### config.mk
export PLATFORM = sky130hd
export DESIGN_NAME = brp_ctrl
export DESIGN_NICKNAME = d
export VERILOG_FILES = /design/src/design/brp_pkg.sv /design/src/design/brp_ctrl.sv
export SDC_FILE = /design/constraint.sdc
export NUM_CORES = 1
export LEC_CHECK = 0
export BUFFER_PORTS_ARGS = -buffer_cell sky130_fd_sc_hd__buf_4
export CORE_AREA = 4 4 41 43
export CTS_CLUSTER_DIAMETER = 120
export DETAILED_ROUTE_END_ITERATION = 7
export DIE_AREA = 0 0 45 47
export GPL_ROUTABILITY_DRIVEN = 0
export GPL_TIMING_DRIVEN = 0
export PLACE_DENSITY = 0.53
export SETUP_SLACK_MARGIN = 0.5
export SLEW_MARGIN = 10
export SYNTH_ARGS = -nofsm -noshare
export SYNTH_HDL_FRONTEND = slang
export SYNTH_SLANG_ARGS = --single-unit
### constraint.sdc
create_clock -name clock -period 1.94 [get_ports clock]
set_clock_uncertainty 0.15 [all_clocks]
set_input_delay 0.194 -clock clock [delete_from_list [all_inputs] [get_ports clock]]
set_output_delay 0.194 -clock clock [all_outputs]
set_load 0.03 [all_outputs]
### src/design/brp_pkg.sv
// ----------------------------------------------------------------------------
// brp_pkg
// types and constants shared by the resource pool modules
// ----------------------------------------------------------------------------
`default_nettype none
package brp_pkg;

   localparam logic [2:0] OP_BEGIN_FRAME = 3'd0;
   localparam logic [2:0] OP_ACQUIRE     = 3'd1;
   localparam logic [2:0] OP_END_FRAME   = 3'd2;
   localparam logic [2:0] OP_RECLAIM     = 3'd3;
   localparam logic [2:0] OP_HAS_ENTRY   = 3'd4;

   localparam logic [1:0] ST_OK         = 2'd0;
   localparam logic [1:0] ST_OVER       = 2'd1;
   localparam logic [1:0] ST_TABLE_FULL = 2'd2;
   localparam logic [1:0] ST_PEND_FULL  = 2'd3;

   localparam logic CSR_BUDGET = 1'b0;
   localparam logic CSR_AGE    = 1'b1;

   localparam logic [63:0] FNV_BASIS = 64'h14650FB0739D0383;
   localparam logic [30:0] SIZE_SAT  = 31'h7FFFFFFF;

   typedef struct packed {
      logic [2:0]  command;
      logic [15:0] name_tag;
      logic [14:0] tex_width;
      logic [14:0] tex_height;
      logic        pixel_format;
      logic [15:0] new_physical_id;
      logic [63:0] fence_value;
   } brp_req_type;

   typedef struct packed {
      logic [1:0]  status;
      logic [4:0]  entry_slot;
      logic        fresh;
      logic        found;
      logic        released_valid;
      logic [15:0] released_id;
      logic        last;
   } brp_rsp_type;

   typedef struct packed {
      logic load;
      logic hash_step;
      logic scan_step;
      logic finish;
   } brp_cmd_type;

   typedef struct packed {
      logic hash_last;
      logic scan_done;
      logic out_free;
   } brp_stat_type;

endpackage
`default_nettype wire

### src/design/brp_ctrl.sv
// ----------------------------------------------------------------------------
// brp_ctrl
// sequencer: load, hash, sweep and finish phases of one item
// ----------------------------------------------------------------------------
`default_nettype none
module brp_ctrl (
   input  logic                 clock,
   input  logic                 reset,
   input  logic                 req_valid,
   input  logic [2:0]           req_command,
   output logic                 req_stall,
   input  brp_pkg::brp_stat_type stat,
   output brp_pkg::brp_cmd_type  cmd
);
   import brp_pkg::*;

   typedef enum logic [3:0] {
      S_IDLE   = 4'b0001,
      S_HASH   = 4'b0010,
      S_SCAN   = 4'b0100,
      S_FINISH = 4'b1000
   } state_type;

   state_type state_ff, state_in;

   always_comb begin
      state_in = state_ff;
      cmd      = '0;
      case (state_ff)
         S_IDLE: begin
            if (req_valid) begin
               cmd.load = 1'b1;
               if (req_command == OP_ACQUIRE) begin
                  state_in = S_HASH;
               end else if (req_command inside {OP_END_FRAME, OP_RECLAIM, OP_HAS_ENTRY}) begin
                  state_in = S_SCAN;
               end else begin
                  state_in = S_FINISH;
               end
            end
         end
         S_HASH: begin
            cmd.hash_step = 1'b1;
            if (stat.hash_last) begin
               state_in = S_SCAN;
            end
         end
         S_SCAN: begin
            cmd.scan_step = 1'b1;
            if (stat.scan_done) begin
               state_in = S_FINISH;
            end
         end
         S_FINISH: begin
            if (stat.out_free) begin
               cmd.finish = 1'b1;
               state_in   = S_IDLE;
            end
         end
         default: state_in = S_IDLE;
      endcase
   end

   always_ff @(posedge clock) begin
      if (reset) begin
         state_ff <= S_IDLE;
      end else begin
         state_ff <= state_in;
      end
   end

   assign req_stall = (state_ff != S_IDLE);

endmodule
`default_nettype wire

After elaboration in Yosys (flattened, before gate mapping) --
Index checks and enable logic that the tools add are counted.
Word-level totals: bits of input ports 9, bits in latches 0, bits in read-only memories 0, register bits 4, output and inout bits 5, memories 0, bits in writable memories 0, word-level logic and storage cells 29
Operators by class: add/subtract/negate cells 0, divide/modulo/power cells 0, mux-type cells 13, bitwise operators 0, multipliers 0, shifts and indexed selects 0, $lt $le $gt $ge 0, equal/unequal tests 13, reductions and logical operators 2
Operator list (count):
- $mux W4 | 6
- $pmux W4 S4 | 1
- $ne A2 B2 Y1 const B | 4
- $eq A3 B2 Y1 const B | 2
- $mux W1 | 6
- $eq A4 B1 Y1 const B | 1
- $eq A4 B2 Y1 const B | 1
- $eq A4 B3 Y1 const B | 1
- $eq A4 B4 Y1 const B | 1
- $ne A4 B1 Y1 const B | 1
- $reduce_and A4 Y1 | 1
- $eq A3 B1 Y1 const B | 1
- $eq A3 B3 Y1 const B | 1
- $reduce_bool A3 Y1 | 1

Logic depth before layout (Yosys ltp) --
Gate-level depths: netlist of the first run.
depth after elaboration 6, mapped depth 6, gate-level depth less buffers 5

Least setup slack after synthesis of the first run --
Ideal clock, no wire load.
path kind flip-flop to flip-flop, start register state_ff[3], end register state_ff[2], setup slack 0.160 ns, arrival 1.514 ns, stages on the path, launching flop included 6, data required time 1.674 ns, buffers on the path 1, period minus slack after synthesis 1.780 ns, setup time 0.116 ns, cells stage by stage dfxtp_1 > buf_4 > nor4b_2 > nor2b_1 > nor2_1 > and3_1
Between the ends: word-level cells in the longest chain between the ends 3, elaborated cells on any way between the ends 10, classes of those cells 8 x eq/ne; 1 x mux; 1 x reduce/logical
RTL lines:
- start, declared | RTL line brp_ctrl.sv:24 | state_type state_ff, state_in;
- start signal, assigned | RTL line brp_ctrl.sv:68 | state_ff <= state_in;
- $eq A4 B2 Y1, or another cell as far along | RTL line brp_ctrl.sv:29 | case (state_ff)
- $ne A2 B2 Y1 (no line)
- $reduce_and A4 Y1 (no line)
Parallel ways exist; a longest one is shown, timed or not. A chain may end at the register's enable or synchronous reset.

Final worst setup path of the first run --
start register state_ff[1], end output req_stall
Between the ends: word-level cells in the longest chain between the ends 1
RTL lines:
- $ne A4 B1 Y1 | RTL line brp_ctrl.sv:72 | assign req_stall = (state_ff != S_IDLE);
- end, declared | RTL line brp_ctrl.sv:11 | output logic req_stall,
Every way passes these cells.

==> out/results.ini, run 1 <==
[clock_tree]
cts_buffers=3
cts_root_buf=clkbuf_4
tritoncts=built
cts_sinks=4
htreeDepth=1
clk_path_buf_depth=2
clock_latency_ns=0.23
clk_pin_slew_ns=0.03

[worst_setup_path]
r2r_slack_ns=0.45
reg2reg_depth=7
critPathBufInv=3
start_kind=flip-flop
reg2reg_to=state_ff[3]
path_delay_family=flip-flops
max_stage_delay_ns=0.36
r2r_start=state_ff[1]
end_kind=primary output
cp.arrival_ns=1.20
crit_fanout=5
path_cells=nor4b_4 > buf_4 > inv_2 > buf_6
worstSetupPathType=reg2out
cp_slowest_cell=dfxtp_4
worstPathRequired_ns=1.60

[floorplanning]
core_region_area_sq_um=1300
rows=13
die_x_um=45
die_y_um=47
initial_core_util_pct=25.5
dieArea_sq_um=2120
io_pins=14

[run_status]
status=finished, final reports clean

[final_layout]
largest_reg_flops=4
diodes=0
layout_common_cells=buf_4, nor2_1, buf_6
layout.cells.non_filler=83
layout-drive-gt1-share_pct=67.6
layout_commonest_cell=buf_4
layout.nets=79
top_regs=state_ff (4)
post-route-util_pct=52.7
largest_register=state_ff
fillers=121
syn2layout_area_growth_pct=107

[power]
power_leakage_nw=0.289
powerDensity_nw_per_um2=973
vdd_ir_drop_max_uv=556

[global_routing]
groute.usage.overall_pct=10.5
antenna_found_initial=0
grt_pass1_wl_mm=1.58
grt_overflow=0
grt_max_degree=9
grt_pass1_vias=383

[flow_run]
max-cap-violations=0

[sta]
setup_ws_ns=0.396
rsz0062_at_grt=true
max_freq_ghz=0.648
whs_ns=0.0873
min_period_ns=1.54
setup_viol=0
post-route-period-util_pct=79.6
drv_slew=0
max-slew-margin-rel_pct=79.6
worst_slew_pin_slew_ns=0.304
hold_viol=0
setup-tns-final_ns=0

[logic_synthesis]
yosys.area.top_type=dfxtp_1
synth_top_area_share_pct=24.2
async_flop_share_pct=0
synth_fp_nets=50
avgSynthCellArea_sq_um=8.09
yosys-top-cells-area=dfxtp_1, nor2_1, nor4b_4, nor3b_1, nor4b_2
synth-edff-count=0
syn_inst=41
yosysWarnings=0
ys.flop_type=dfxtp_1
ys_types=26
syn_area_sq_um=332
synth.ff_latch_count=4
ys_seq_area_share_pct=24.2

[min_path]
holdPathEnd=state_ff[1]
hp-start=req_command[0]
hp-class=in2reg
hold_depth=3

[detailed_routing]
dr.first_iter.drc_count=5
wl_per_cell_um=11.5
dr.pass1.iters=4
routed_wl_um=951
ant_nets=0
vias=401
drc=0
vias_per_cell=4.83

[placement]
post-dp-hpwl_um=638
dp_worst_setup_slack_ns=0.393
io_buffers=13
place_inst=69

[metrics by stage]
step	power, W	area [sq um]
global placement	0.000388	462
detailed placement	0.000384	462
CTS	0.000614	584
floorplan	0.000310	345
global route	0.000717	686
finish	0.000667	686
[synth_stat cells (2+ instances only)]
library cell	number
dfxtp_1	4
nand2b_1	2
nor2_1	9
nor3b_1	3
o21ai_1	2
[report_power, final]
part           switching (W)  internal (W)  leakage, nW
Combinational       0.000199      0.000232        0.241
Clock              0.0000317     0.0000690       0.0138
Sequential         0.0000315      0.000104       0.0345
Total               0.000262      0.000404        0.289
[area by class of cell]
| type | count | area, sq um | area share (%) |
|---|---|---|---|
| clock buffer | 3 | 22.5 | 3.28 |
| sequential | 4 | 91.3 | 13.3 |
| buffer | 1 | 11.3 | 1.64 |
| timing repair buffer | 24 | 205 | 29.9 |
| tap | 15 | 18.8 | 2.74 |
| inverter | 2 | 7.51 | 1.09 |
| multi-input combinational | 34 | 329 | 48.0 |
[routing by layer]
metal | GRT usage (%) | vias to the layer above | wire length (um)
met1 | 11.8 | 177 | 398
met4 | 4.68 | 0 | 21
met2 | 16.9 | 16 | 471
met3 | 4.98 | 2 | 59
met5 | 0 | - | 0
li1 | - | 206 | -
[kinds of logic (layout without fill, tap and decap cells)]
logic type	count (synthesis)	in the layout	synth area share, %
AOI/OAI and AO/OA	10	10	21.5
muxes	1	1	3.02
xor gates and xnor gates	1	1	2.64
and+or+nand+nor	22	22	44.1
buffers and inverters	3	30	4.53
DFF	4	4	24.2
[worst max path at each step]
stage | startpoint | slack (ns) | end | cells after the start
after detailed placement | state_ff[0] | 0.39 | state_ff[0] | 4
after global placement | state_ff[0] | 0.37 | state_ff[0] | 4
after global routing | state_ff[1] | 0.35 | req_stall | 4
final | state_ff[1] | 0.40 | req_stall | 4
after floorplan | state_ff[0] | 0.36 | state_ff[2] | 4
after CTS | state_ff[3] | 0.35 | req_stall | 5
[worst reg2reg max path: stages, from the launching register on]
cell     delay (ns)
dfxtp_4        0.36
nor4b_4        0.29
buf_4          0.16
inv_2          0.04
buf_4          0.15
nor2_2         0.07
nor2_1         0.05
o211a_1        0.12
[repair_timing]
action | in CTS | in global routing
buffers inserted | 4 | 6
resized for setup | 15 | 12
endpoints found under the hold margin | 1 | 0
endpoints found under the setup margin | 8 | 9
pin swaps | 6 | 4
hold buffers | 1 | 0
(Power assumes the default switching activity.)
==> inputs of run 2 (changes only) <==
- clock period: 1.94 -> 1.5 ns (I/O delays scaled with it)
==> run 2 against run 1 <==
  * The flow now finishes with violations (setup timing)
  * Flip-flop and latch count stayed put
  * Register-to-register slack got worse by 0.51 ns
  * Cell count unchanged
  * Sequential share of layout area rose by 0.43 points
  * Critical path depth rose by 1
  * Clock power increased by 44%
  * Count of clock-buffer cells in the layout increased by 1
  * Die area did not move
  * Global-route usage increased by 0.24 points
  * Routed wire length up 5.6%
  * First-iteration DRC count decreased by 100%
  * Utilization shrank 0.96 points
  * Critical path type unchanged
  * Critical endpoint unchanged
==> out/results.ini, run 2 (synthesis gave the netlist of run 1 again) <==
[floorplanning]
rows=13
die_x_um=45
dieArea_sq_um=2120
io_pins=14
core_region_area_sq_um=1300
initial_core_util_pct=25.5
die_y_um=47

[power]
powerDensity_nw_per_um2=1370
vdd_ir_drop_max_uv=573
power_leakage_nw=0.289

[final_layout]
layout_common_cells=buf_4, nor2_1, buf_6
largest_reg_flops=4
layout_commonest_cell=buf_4
finish.instance_area_sq_um=673
diodes=0
layout.nets=78
top_regs=state_ff (4)
syn2layout_area_growth_pct=103
largest_register=state_ff
layout-drive-gt1-share_pct=67.6

[worst_setup_path]
reg2reg_depth=8
cp.arrival_ns=1.28
end_kind=primary output
r2r_start=state_ff[3]
r2r_slack_ns=-0.06
worstSetupPathType=reg2out
crit_fanout=3
reg2reg_to=state_ff[1]
worstPathRequired_ns=1.20
start_kind=flip-flop

[sta]
post-route-period-util_pct=105
whs_ns=0.0449
setup_viol=5
hold_viol=0
setup_ws_ns=-0.0783
max-slew-margin-rel_pct=82.4
min_period_ns=1.58
rsz0062_at_grt=true
max_freq_ghz=0.634
drv_slew=0
worst_slew_pin_slew_ns=0.263

[clock_tree]
htreeDepth=1
clk_path_buf_depth=2
clock_latency_ns=0.24
cts_buffers=3
cts_sinks=4
clk_pin_slew_ns=0.03
tritoncts=built
cts_root_buf=clkbuf_4

[min_path]
hold_depth=3
hp-class=in2reg
hp-start=req_command[0]
holdPathEnd=state_ff[1]

[global_routing]
grt_pass1_vias=393
groute.usage.overall_pct=10.7
grt_overflow=0
antenna_found_initial=0
grt_pass1_wl_mm=1.65
grt_max_degree=9

[detailed_routing]
dr.pass1.iters=1
wl_per_cell_um=12.1
ant_nets=0
vias_per_cell=4.77
routed.top_layer=met3
routed_wl_mm=1.00
drc=0
wl_met2_um=542
vias=396
wl_met3_um=66
dr.first_iter.drc_count=0
wirelength_met1_um=396

[flow_run]
max-cap-violations=0

[run_status]
status=finished with violations
violations=setup timing

[placement]
post-dp-hpwl_um=634
place_area_sq_um=482
io_buffers=13

[run 2: per-layer routing]
| layer | vias to the layer above | global-route usage (%) |
|---|---|---|
| met4 | 0 | 1.75 |
| met2 | 11 | 18.6 |
| met3 | 0 | 4.60 |
| met1 | 181 | 12.5 |
| met5 | - | 0 |
| li1 | 204 | - |
[run 2: worst max-delay path by stage]
stage | cells past startpoint | slack (ns) | start | to
floorplan | 5 | -0.06 | state_ff[3] | state_ff[2]
global placement | 4 | 0.06 | state_ff[0] | state_ff[0]
detailed placement | 5 | 0.07 | state_ff[3] | state_ff[0]
CTS | 5 | -0.06 | state_ff[3] | req_stall
global route | 5 | -0.15 | state_ff[3] | req_stall
finish | 5 | -0.08 | state_ff[3] | req_stall
[run 2: layout make-up]
cell class	instances	area, sq um
buffer	1	11.3
tap	15	18.8
inverter	2	10.0
timing repair buffer	23	194
fill	131	628
sequential	4	92.6
multi-input combinational	34	320
clock buffer	4	26.3
[run 2: report_power, final]
group	switching [W]	internal [W]	total, W
sequential	0.0000493	0.000136	0.000185
combinational	0.000266	0.000326	0.000592
clock	0.0000452	0.0000998	0.000145
[run 2: through the flow]
| stage | setup WS, ns | power, W | utilization (%) | std cells | TNS [ns] |
|---|---|---|---|---|---|
| after floorplan | -0.0649 | 0.000427 | - | 41 | -0.0649 |
| after detailed placement | 0.0750 | 0.000524 | 37.0 | 69 | 0 |
| after global placement | 0.0605 | 0.000528 | 37.0 | 69 | 0 |
| after global routing | -0.154 | 0.000989 | 51.7 | 83 | -0.783 |
| after CTS | -0.0583 | 0.000867 | 47.4 | 81 | -0.217 |
| final | -0.0783 | 0.000922 | 51.7 | 83 | -0.266 |
[run 2: repair_timing]
item / in CTS / in global routing
resized for setup: 10 / 10
pin swaps: 7 / 2
hold buffers: 1 / 0
endpoints found under the hold margin: 2 / 0
endpoints found under the setup margin: 9 / 9
buffers inserted: 7 / 2
[run 2: critical path, stage by stage, from the launching register on]
cell,delay [ns]
dfxtp_2,0.31
buf_6,0.11
nor4b_4,0.28
buf_4,0.18
inv_4,0.04
buf_6,0.13
